**config.mk**
```make
export PLATFORM = sky130hd
export DESIGN_NAME = miller_rabin_witness_test_top
export DESIGN_NICKNAME = d
export VERILOG_FILES = /design/src/hw/rtl/mrw_pkg.sv /design/src/hw/rtl/mrw_modmul.sv /design/src/hw/rtl/miller_rabin_witness_test_top.sv
export SDC_FILE = /design/constraint.sdc
export NUM_CORES = 1
export LEC_CHECK = 0
export ABC_CLOCK_PERIOD_IN_PS = 5820
export BUFFER_PORTS_ARGS = -buffer_cell sky130_fd_sc_hd__buf_4
export CAP_MARGIN = 20
export CORE_ASPECT_RATIO = 0.75
export CORE_MARGIN = 2
export CORE_UTILIZATION = 57
export DETAILED_ROUTE_END_ITERATION = 8
export GPL_ROUTABILITY_DRIVEN = 0
export GPL_TIMING_DRIVEN = 0
export PLACE_DENSITY = 0.75
export SLEW_MARGIN = 20
export SYNTH_ARGS = -nofsm -noshare
export SYNTH_HDL_FRONTEND = slang
export SYNTH_SLANG_ARGS = --single-unit
```
**constraint.sdc**
```tcl
create_clock -name clk -period 5.82 [get_ports clk]
set_clock_uncertainty 0.2 [all_clocks]
set_input_delay 0.291 -clock clk [delete_from_list [all_inputs] [get_ports clk]]
set_output_delay 0.291 -clock clk [all_outputs]
set_load 0.05 [all_outputs]
```
**src/hw/rtl/mrw_pkg.sv**
```systemverilog
`timescale 1ns / 1ps
// ----------------------------------------------------------------------------
// mrw_pkg: shared types for the Miller-Rabin witness test
// Word types of the input and result channels and the cause codes.
// ----------------------------------------------------------------------------
package mrw_pkg;

  localparam int FIELD_W = 32;

  typedef logic [1:0] cause_t;

  localparam cause_t CAUSE_NONE   = 2'd0;  // probably prime for this base
  localparam cause_t CAUSE_SQRT   = 2'd1;  // nontrivial square root of one
  localparam cause_t CAUSE_FERMAT = 2'd2;  // last value not one

  typedef struct packed {
    logic [FIELD_W-1:0] base;
    logic [FIELD_W-1:0] modulus;
  } in_word_t;

  typedef struct packed {
    logic   composite;
    cause_t cause;
  } out_word_t;

endpackage

```
**src/hw/rtl/mrw_modmul.sv**
```systemverilog
`timescale 1ns / 1ps
// ----------------------------------------------------------------------------
// mrw_modmul: iterative modular multiplier
// Forms x*y mod n one bit of y per cycle, top bit first, by doubling the
// partial result, adding x when the bit is set and reducing by 0, n or 2n.
// Needs x < n and n >= 2. Result is valid while done is high.
// ----------------------------------------------------------------------------
module mrw_modmul #(
  parameter int WIDTH = 32
) (
  input  logic             clk,
  input  logic             rst,
  input  logic             start,
  input  logic [WIDTH-1:0] x,
  input  logic [WIDTH-1:0] y,
  input  logic [WIDTH-1:0] n,
  output logic             busy,
  output logic             done,
  output logic [WIDTH-1:0] result
);

  localparam int CW = $clog2(WIDTH);

  logic [WIDTH-1:0] r;
  logic [WIDTH-1:0] xr;
  logic [WIDTH-1:0] yr;
  logic [WIDTH-1:0] nr;
  logic [CW-1:0]    cnt;

  logic [WIDTH+1:0] p;
  logic [WIDTH+1:0] c1;
  logic [WIDTH+1:0] c2;
  logic [WIDTH-1:0] r_next;

  // 2r + b*x < 3n, so one of p, p-n, p-2n lands in [0, n)
  always_comb begin
    p  = {1'b0, r, 1'b0} + (yr[WIDTH-1] ? {2'b00, xr} : '0);
    c1 = p - {2'b00, nr};
    c2 = p - {1'b0, nr, 1'b0};
    if (!c2[WIDTH+1]) begin
      r_next = c2[WIDTH-1:0];
    end else if (!c1[WIDTH+1]) begin
      r_next = c1[WIDTH-1:0];
    end else begin
      r_next = p[WIDTH-1:0];
    end
  end

  always_ff @(posedge clk) begin
    if (rst) begin
      busy <= 1'b0;
      done <= 1'b0;
    end else begin
      // one-cycle pulse after the last bit
      done <= busy && (cnt == '0);
      if (start && !busy) begin
        busy <= 1'b1;
        r    <= '0;
        xr   <= x;
        yr   <= y;
        nr   <= n;
        cnt  <= CW'(WIDTH - 1);
      end else if (busy) begin
        r  <= r_next;
        yr <= {yr[WIDTH-2:0], 1'b0};
        if (cnt == '0) begin
          busy <= 1'b0;
        end else begin
          cnt <= cnt - 1'b1;
        end
      end
    end
  end

  assign result = r;

  a_start_idle : assert property (@(posedge clk) disable iff (rst)
    start |-> !busy)
    else $error("modmul: start while busy");

  a_done_after_busy : assert property (@(posedge clk) disable iff (rst)
    done |-> !busy && $past(busy))
    else $error("modmul: done without a run");

  a_result_reduced : assert property (@(posedge clk) disable iff (rst)
    done |-> (r < nr))
    else $error("modmul: result not reduced");

endmodule

```
**src/hw/rtl/miller_rabin_witness_test_top.sv**
```systemverilog
`timescale 1ns / 1ps
// Work: a word needs at most 1 + WIDTH + (set bits of u) + t products, t being the
//   trailing zeros of n-1; this is never above 1 + 2*WIDTH products.
// Throughput: one word at a time; in_stall stays high from acceptance until
//   the result is in the output register, paced by the shared multiplier.
// Reset: synchronous, active high; sequencer to idle, output register empty.
// ----------------------------------------------------------------------------
// miller_rabin_witness_test_top: one-base Miller-Rabin witness test
// Splits n-1 into u*2^t, reduces the base mod n, raises it to u by
// square-and-multiply and then squares t times, flagging a nontrivial
// square root of one or a failed Fermat check.
// ----------------------------------------------------------------------------
module miller_rabin_witness_test_top #(
  parameter int WIDTH = 32
) (
  input  logic               clk,
  input  logic               rst,
  input  logic               in_valid,
  output logic               in_stall,
  input  mrw_pkg::in_word_t  in_data,
  output logic               out_valid,
  input  logic               out_stall,
  output mrw_pkg::out_word_t out_data
);

  import mrw_pkg::*;

  localparam int CW = $clog2(WIDTH);

  typedef enum logic [2:0] {
    ST_IDLE,    // waiting for a word
    ST_SPLIT,   // strip trailing zeros of n-1, one per cycle
    ST_REDUCE,  // base mod n as 1*base mod n
    ST_POW_SQ,  // d = d*d
    ST_POW_MUL, // d = d*a
    ST_SQ,      // x = x*x, t times
    ST_FIN      // hand the verdict to the output register
  } state_t;

  state_t           state;

  logic [WIDTH-1:0] a;       // base, later base mod n
  logic [WIDTH-1:0] n;
  logic [WIDTH-1:0] nm1;     // n-1, for the square root test
  logic [WIDTH-1:0] e;       // odd part u, shifted left as bits are used
  logic [CW-1:0]    t;       // squarings still to do
  logic [CW-1:0]    bitcnt;  // exponent bits still to do
  logic [WIDTH-1:0] d;       // running value
  logic             fin_comp;
  cause_t           fin_cause;

  // multiplier hand-off
  logic             mul_start;
  logic [WIDTH-1:0] mul_x;
  logic [WIDTH-1:0] mul_y;
  logic             mul_busy;
  logic             mul_done;
  logic [WIDTH-1:0] mul_res;

  // output register
  logic             res_valid;
  out_word_t        res;

  logic             in_take;
  logic             out_take;
  logic             out_free;
  logic [WIDTH-1:0] base_w;
  logic [WIDTH-1:0] mod_w;

  assign in_stall  = (state != ST_IDLE);
  assign in_take   = in_valid && !in_stall;
  assign out_take  = res_valid && !out_stall;
  assign out_free  = !res_valid || !out_stall;
  assign out_valid = res_valid;
  assign out_data  = res;

  // inputs are taken modulo 2^WIDTH
  assign base_w = WIDTH'(in_data.base);
  assign mod_w  = WIDTH'(in_data.modulus);

  mrw_modmul #(
    .WIDTH (WIDTH)
  ) u_modmul (
    .clk    (clk),
    .rst    (rst),
    .start  (mul_start),
    .x      (mul_x),
    .y      (mul_y),
    .n      (n),
    .busy   (mul_busy),
    .done   (mul_done),
    .result (mul_res)
  );

  always_ff @(posedge clk) begin
    if (rst) begin
      state     <= ST_IDLE;
      mul_start <= 1'b0;
      res_valid <= 1'b0;
    end else begin
      // output register: filled from ST_FIN, emptied when taken
      if (state == ST_FIN && out_free) begin
        res_valid <= 1'b1;
      end else if (out_take) begin
        res_valid <= 1'b0;
      end

      case (state)
        ST_IDLE: begin
          mul_start <= 1'b0;
          if (in_take) begin
            a   <= base_w;
            n   <= mod_w;
            nm1 <= mod_w - 1'b1;
            e   <= mod_w - 1'b1;
            t   <= '0;
            if (mod_w < WIDTH'(2)) begin
              // 0 and 1 are not prime
              fin_comp  <= 1'b1;
              fin_cause <= CAUSE_FERMAT;
              state     <= ST_FIN;
            end else begin
              state <= ST_SPLIT;
            end
          end
        end

        ST_SPLIT: begin
          if (!e[0]) begin
            mul_start <= 1'b0;
            e         <= {1'b0, e[WIDTH-1:1]};
            t         <= t + 1'b1;
          end else begin
            mul_start <= 1'b1;
            mul_x     <= WIDTH'(1);
            mul_y     <= a;
            state     <= ST_REDUCE;
          end
        end

        ST_REDUCE: begin
          mul_start <= mul_done;
          if (mul_done) begin
            a         <= mul_res;
            d         <= WIDTH'(1);
            bitcnt    <= CW'(WIDTH - 1);
            mul_x     <= WIDTH'(1);
            mul_y     <= WIDTH'(1);
            state     <= ST_POW_SQ;
          end
        end

        ST_POW_SQ, ST_POW_MUL: begin
          if (mul_done) begin
            d <= mul_res;
            if (state == ST_POW_SQ && e[WIDTH-1]) begin
              mul_start <= 1'b1;
              mul_x     <= mul_res;
              mul_y     <= a;
              state     <= ST_POW_MUL;
            end else if (bitcnt != '0) begin
              bitcnt    <= bitcnt - 1'b1;
              e         <= {e[WIDTH-2:0], 1'b0};
              mul_start <= 1'b1;
              mul_x     <= mul_res;
              mul_y     <= mul_res;
              state     <= ST_POW_SQ;
            end else if (t != '0) begin
              mul_start <= 1'b1;
              mul_x     <= mul_res;
              mul_y     <= mul_res;
              state     <= ST_SQ;
            end else begin
              mul_start <= 1'b0;
              fin_comp  <= (mul_res != WIDTH'(1));
              fin_cause <= (mul_res != WIDTH'(1)) ? CAUSE_FERMAT : CAUSE_NONE;
              state     <= ST_FIN;
            end
          end else begin
            mul_start <= 1'b0;
          end
        end

        ST_SQ: begin
          if (mul_done) begin
            d <= mul_res;
            t <= t - 1'b1;
            if (mul_res == WIDTH'(1) && d != WIDTH'(1) && d != nm1) begin
              mul_start <= 1'b0;
              fin_comp  <= 1'b1;
              fin_cause <= CAUSE_SQRT;
              state     <= ST_FIN;
            end else if (t != CW'(1)) begin
              mul_start <= 1'b1;
              mul_x     <= mul_res;
              mul_y     <= mul_res;
            end else begin
              mul_start <= 1'b0;
              fin_comp  <= (mul_res != WIDTH'(1));
              fin_cause <= (mul_res != WIDTH'(1)) ? CAUSE_FERMAT : CAUSE_NONE;
              state     <= ST_FIN;
            end
          end else begin
            mul_start <= 1'b0;
          end
        end

        ST_FIN: begin
          mul_start <= 1'b0;
          if (out_free) begin
            res.composite <= fin_comp;
            res.cause     <= fin_cause;
            state         <= ST_IDLE;
          end
        end

        default: begin
          mul_start <= 1'b0;
          state     <= ST_IDLE;
        end
      endcase
    end
  end

  a_verdict_consistent : assert property (@(posedge clk) disable iff (rst)
    res_valid |-> (res.composite == (res.cause != CAUSE_NONE)))
    else $error("top: verdict and cause disagree");

  a_done_expected : assert property (@(posedge clk) disable iff (rst)
    mul_done |-> (state == ST_REDUCE || state == ST_POW_SQ ||
                  state == ST_POW_MUL || state == ST_SQ))
    else $error("top: product arrived outside a wait state");

  a_start_when_free : assert property (@(posedge clk) disable iff (rst)
    mul_start |-> !mul_busy)
    else $error("top: product issued to a busy multiplier");

  a_no_overwrite : assert property (@(posedge clk) disable iff (rst)
    (res_valid && out_stall) |=> ($stable(res) && res_valid))
    else $error("top: stalled result overwritten");

endmodule
```
==> results.ini <==
[grt]
gr-max-usage-layer=met1
grt_use_met1=0.460
gr-usage-met3=0.0589
antenna_found_initial=1
grt_pass1_wl_mm=89.6
grt_pass1_vias=15558
grt-ovfl-total=0
grt_start_max_net_pins=36
grt.total_usage=0.308
gr-usage-met2=0.447

[synth]
avgSynthCellArea_um2=11.1
ys.flop_type=edfxtp_1
yosysTopAreaCell=edfxtp_1
synthArstFlopShare=0
synth_edf_count=373
syn_inst=1911
synth.distinct_cells=84
syn-num-nets=2083
synth_seq_cells=380
netlist_area_um2=21100
synth_top_cell_area_share=0.530
yosys_warnings=0
synthTopCellsByArea=edfxtp_1 (53%), ha_1 (6.0%), nand2_1 (5.1%)
seq_area_frac_synth=0.537

[floorplanning]
ios=73
rows=61
die_x_um=226
start_util=0.574
die_h_um=171
core_um2=36800
die_area_um2=38600

[clock_tree]
clkTransAtPathRegs_ns=0.07
htreeDepth=2
cts_tree=built
cts_root_buf=clkbuf_16
numCtsBuffers=38
cts.sinks=380
clock_path_buffers=3
clock_latency_ns=0.54

[outcome]
outcome=finished, violations left
violations=design-rule violations

[flow_run]
maxCapViolations=0

[min_path]
hold_depth=3
min-delay-path-class=in -> reg
hp-start=in_valid
hold_end=a[0]

[worst_setup_path]
reg2reg_slack_ns=0.02
crit_chain=buf_4, and2_1, ha_2, a21oi_1, a21boi_1, a2111oi_2, a211o_2, nand2_1, a21oi_4, xnor2_4, ha_2, and3_1, a311oi_2, o211ai_2, o21ai_2, a21oi_2, buf_4, or3_4, nand2_8, buf_8, nand2_1, a31oi_4
max_stage_delay_ns=0.49
cp_data_required_time_ns=5.98
path_max_fanout=11
cp.arrival_ns=5.96
crit_type=reg -> reg
crit_slowest_cell=edfxtp_1
critPathCaptureType=flop
worstReg2RegEnd=u_modmul.result[15]
critPathBufInv=3
start_kind=flop
r2r-start=u_modmul.yr[31]
r2r.worst_path.cells=22
crit_path_start=u_modmul.yr[31]
worst_path_dominant_cell_family=compound AO/OA/AOI/OAI gates

[routing]
post_drt_wl_per_cell_um=22.7
drc=2
drt-total-wl_mm=60.1
vias_per_cell=6.33
firstDrtPassIters=9
first_iter_violations=2695
ant_nets=0
vias=16775

[layout]
synthToLayoutAreaGrowth_pct=19.3
finalInstanceArea_um2=25200
stdcell_count=2651
fin_nets=2296
diodes=0
drive_above_1_share=0.152

[timing]
maxSlewViolCount=0
rsz0062_at_grt=true
relSlewSlack=0.303
hold_viol_final=0
fmax_mhz=172
finalCritPeriodShare=0.996
worst_slew_pin_slew_ns=1.05
timing.final.crit_period_ns=5.80
setup_viol_count_final=0
whs_ns=0.115

[placed_design]
io_buffers=72
dp.cells=2502
dpl-instance-area_um2=22600
place_hpwl_mm=44.2

[how the worst max path moves through the flow]
stage	endpoint	slack, ns	cells past startpoint
after floorplan	u_modmul.result[26]	0.40	25
after global placement	u_modmul.result[11]	-1.01	21
after detailed placement	u_modmul.result[16]	-1.11	22
after CTS	u_modmul.result[8]	0.001	25
after global routing	u_modmul.result[4]	-0.15	24
final	u_modmul.result[15]	0.02	22
[logic make-up after synthesis]
family | count (synthesis) | synth area share
AND/OR/NAND/NOR | 620 | 0.140
AO/OA/AOI/OAI | 473 | 0.149
flip-flops | 380 | 0.537
XOR/XNOR | 150 | 0.0626
buffers and inverters | 146 | 0.0282
adder cells (fa/ha/maj) | 104 | 0.0627
multiplexers | 38 | 0.0200
[Yosys cell counts, types with 6 or more instances]
cell	n
edfxtp_1	373
nand2_1	286
a21oi_1	125
xnor2_1	112
ha_1	101
o21ai_0	86
nor2_1	80
inv_1	73
and2_1	64
clkbuf_1	50
xor2_1	37
a21o_1	35
mux2_2	33
a22o_1	32
nand3_1	31
nor3_1	30
a22oi_1	29
a31oi_1	29
nand4_1	24
nor4_1	24
nand2b_1	20
o21a_1	20
a211oi_1	15
nor2b_1	13
o211ai_1	11
buf_2	10
and3_1	9
o22ai_1	9
a222oi_1	8
o21bai_1	8
or3_1	8
buf_1	7
dfxtp_1	7
and4_1	6
o31ai_1	6
[stage by stage]
step | utilization | setup WS (ns) | TNS [ns]
floorplan | - | 0.404 | 0
global placement | 0.606 | -1.01 | -91.40
detailed placement | 0.615 | -1.11 | -32.30
CTS | 0.672 | 0.00135 | 0
global route | 0.685 | -0.149 | -1.52
finish | 0.685 | 0.0211 | 0
[layout make-up]
cell class                      count  area, um^2
Fill cell                        2632       11600
Clock buffer                       46         981
Clock inverter                     17         174
Inverter                           73         274
Sequential cell                   380       11300
Buffer                             69         369
Tap cell                          504         631
Timing Repair Buffer              177        1640
Multi-Input combinational cell   1385        9800
[placed cells by master, fill, tap and decap left out, drive strengths merged, types with 32 or more instances in the layout]
cell type / instances
edfxtp: 373
nand2: 288
buf: 134
a21oi: 127
xnor2: 113
ha: 101
o21ai: 94
clkbuf: 92
nor2: 81
inv: 75
dlygate4sd3: 66
and2: 64
xor2: 37
a21o: 35
mux2: 33
nor3: 33
a22o: 32
[worst reg2reg max path, stage by stage, from the launching register on]
cell and delay (ns):
edfxtp_1 0.49, buf_4 0.22, and2_1 0.15, ha_2 0.47
a21oi_1 0.16, a21boi_1 0.33, a2111oi_2 0.09, a211o_2 0.39
nand2_1 0.13, a21oi_4 0.09, xnor2_4 0.27, ha_2 0.38
and3_1 0.24, a311oi_2 0.29, o211ai_2 0.15, o21ai_2 0.23
a21oi_2 0.11, buf_4 0.17, or3_4 0.42, nand2_8 0.13
buf_8 0.16, nand2_1 0.09, a31oi_4 0.24
[routing by layer]
| metal | up-vias | wire, um |
|---|---|---|
| met5 | - | 0 |
| met4 | 0 | 2480 |
| met3 | 159 | 7010 |
| met2 | 1066 | 25500 |
| met1 | 8023 | 25100 |
| li1 | 7527 | - |
[timing repair]
action / in CTS / in global routing
setup endpoints to repair: 32 / 32
gates cloned: 0 / 1
hold buffers: 66 / 0
buffers inserted: 9 / 14
resized for setup: 50 / 83
pin swaps: 11 / 29
endpoints found under the hold margin: 100 / 0
Power is not shown: default switching activity piles up to over one toggle a cycle in this logic, so the estimate is an artifact.
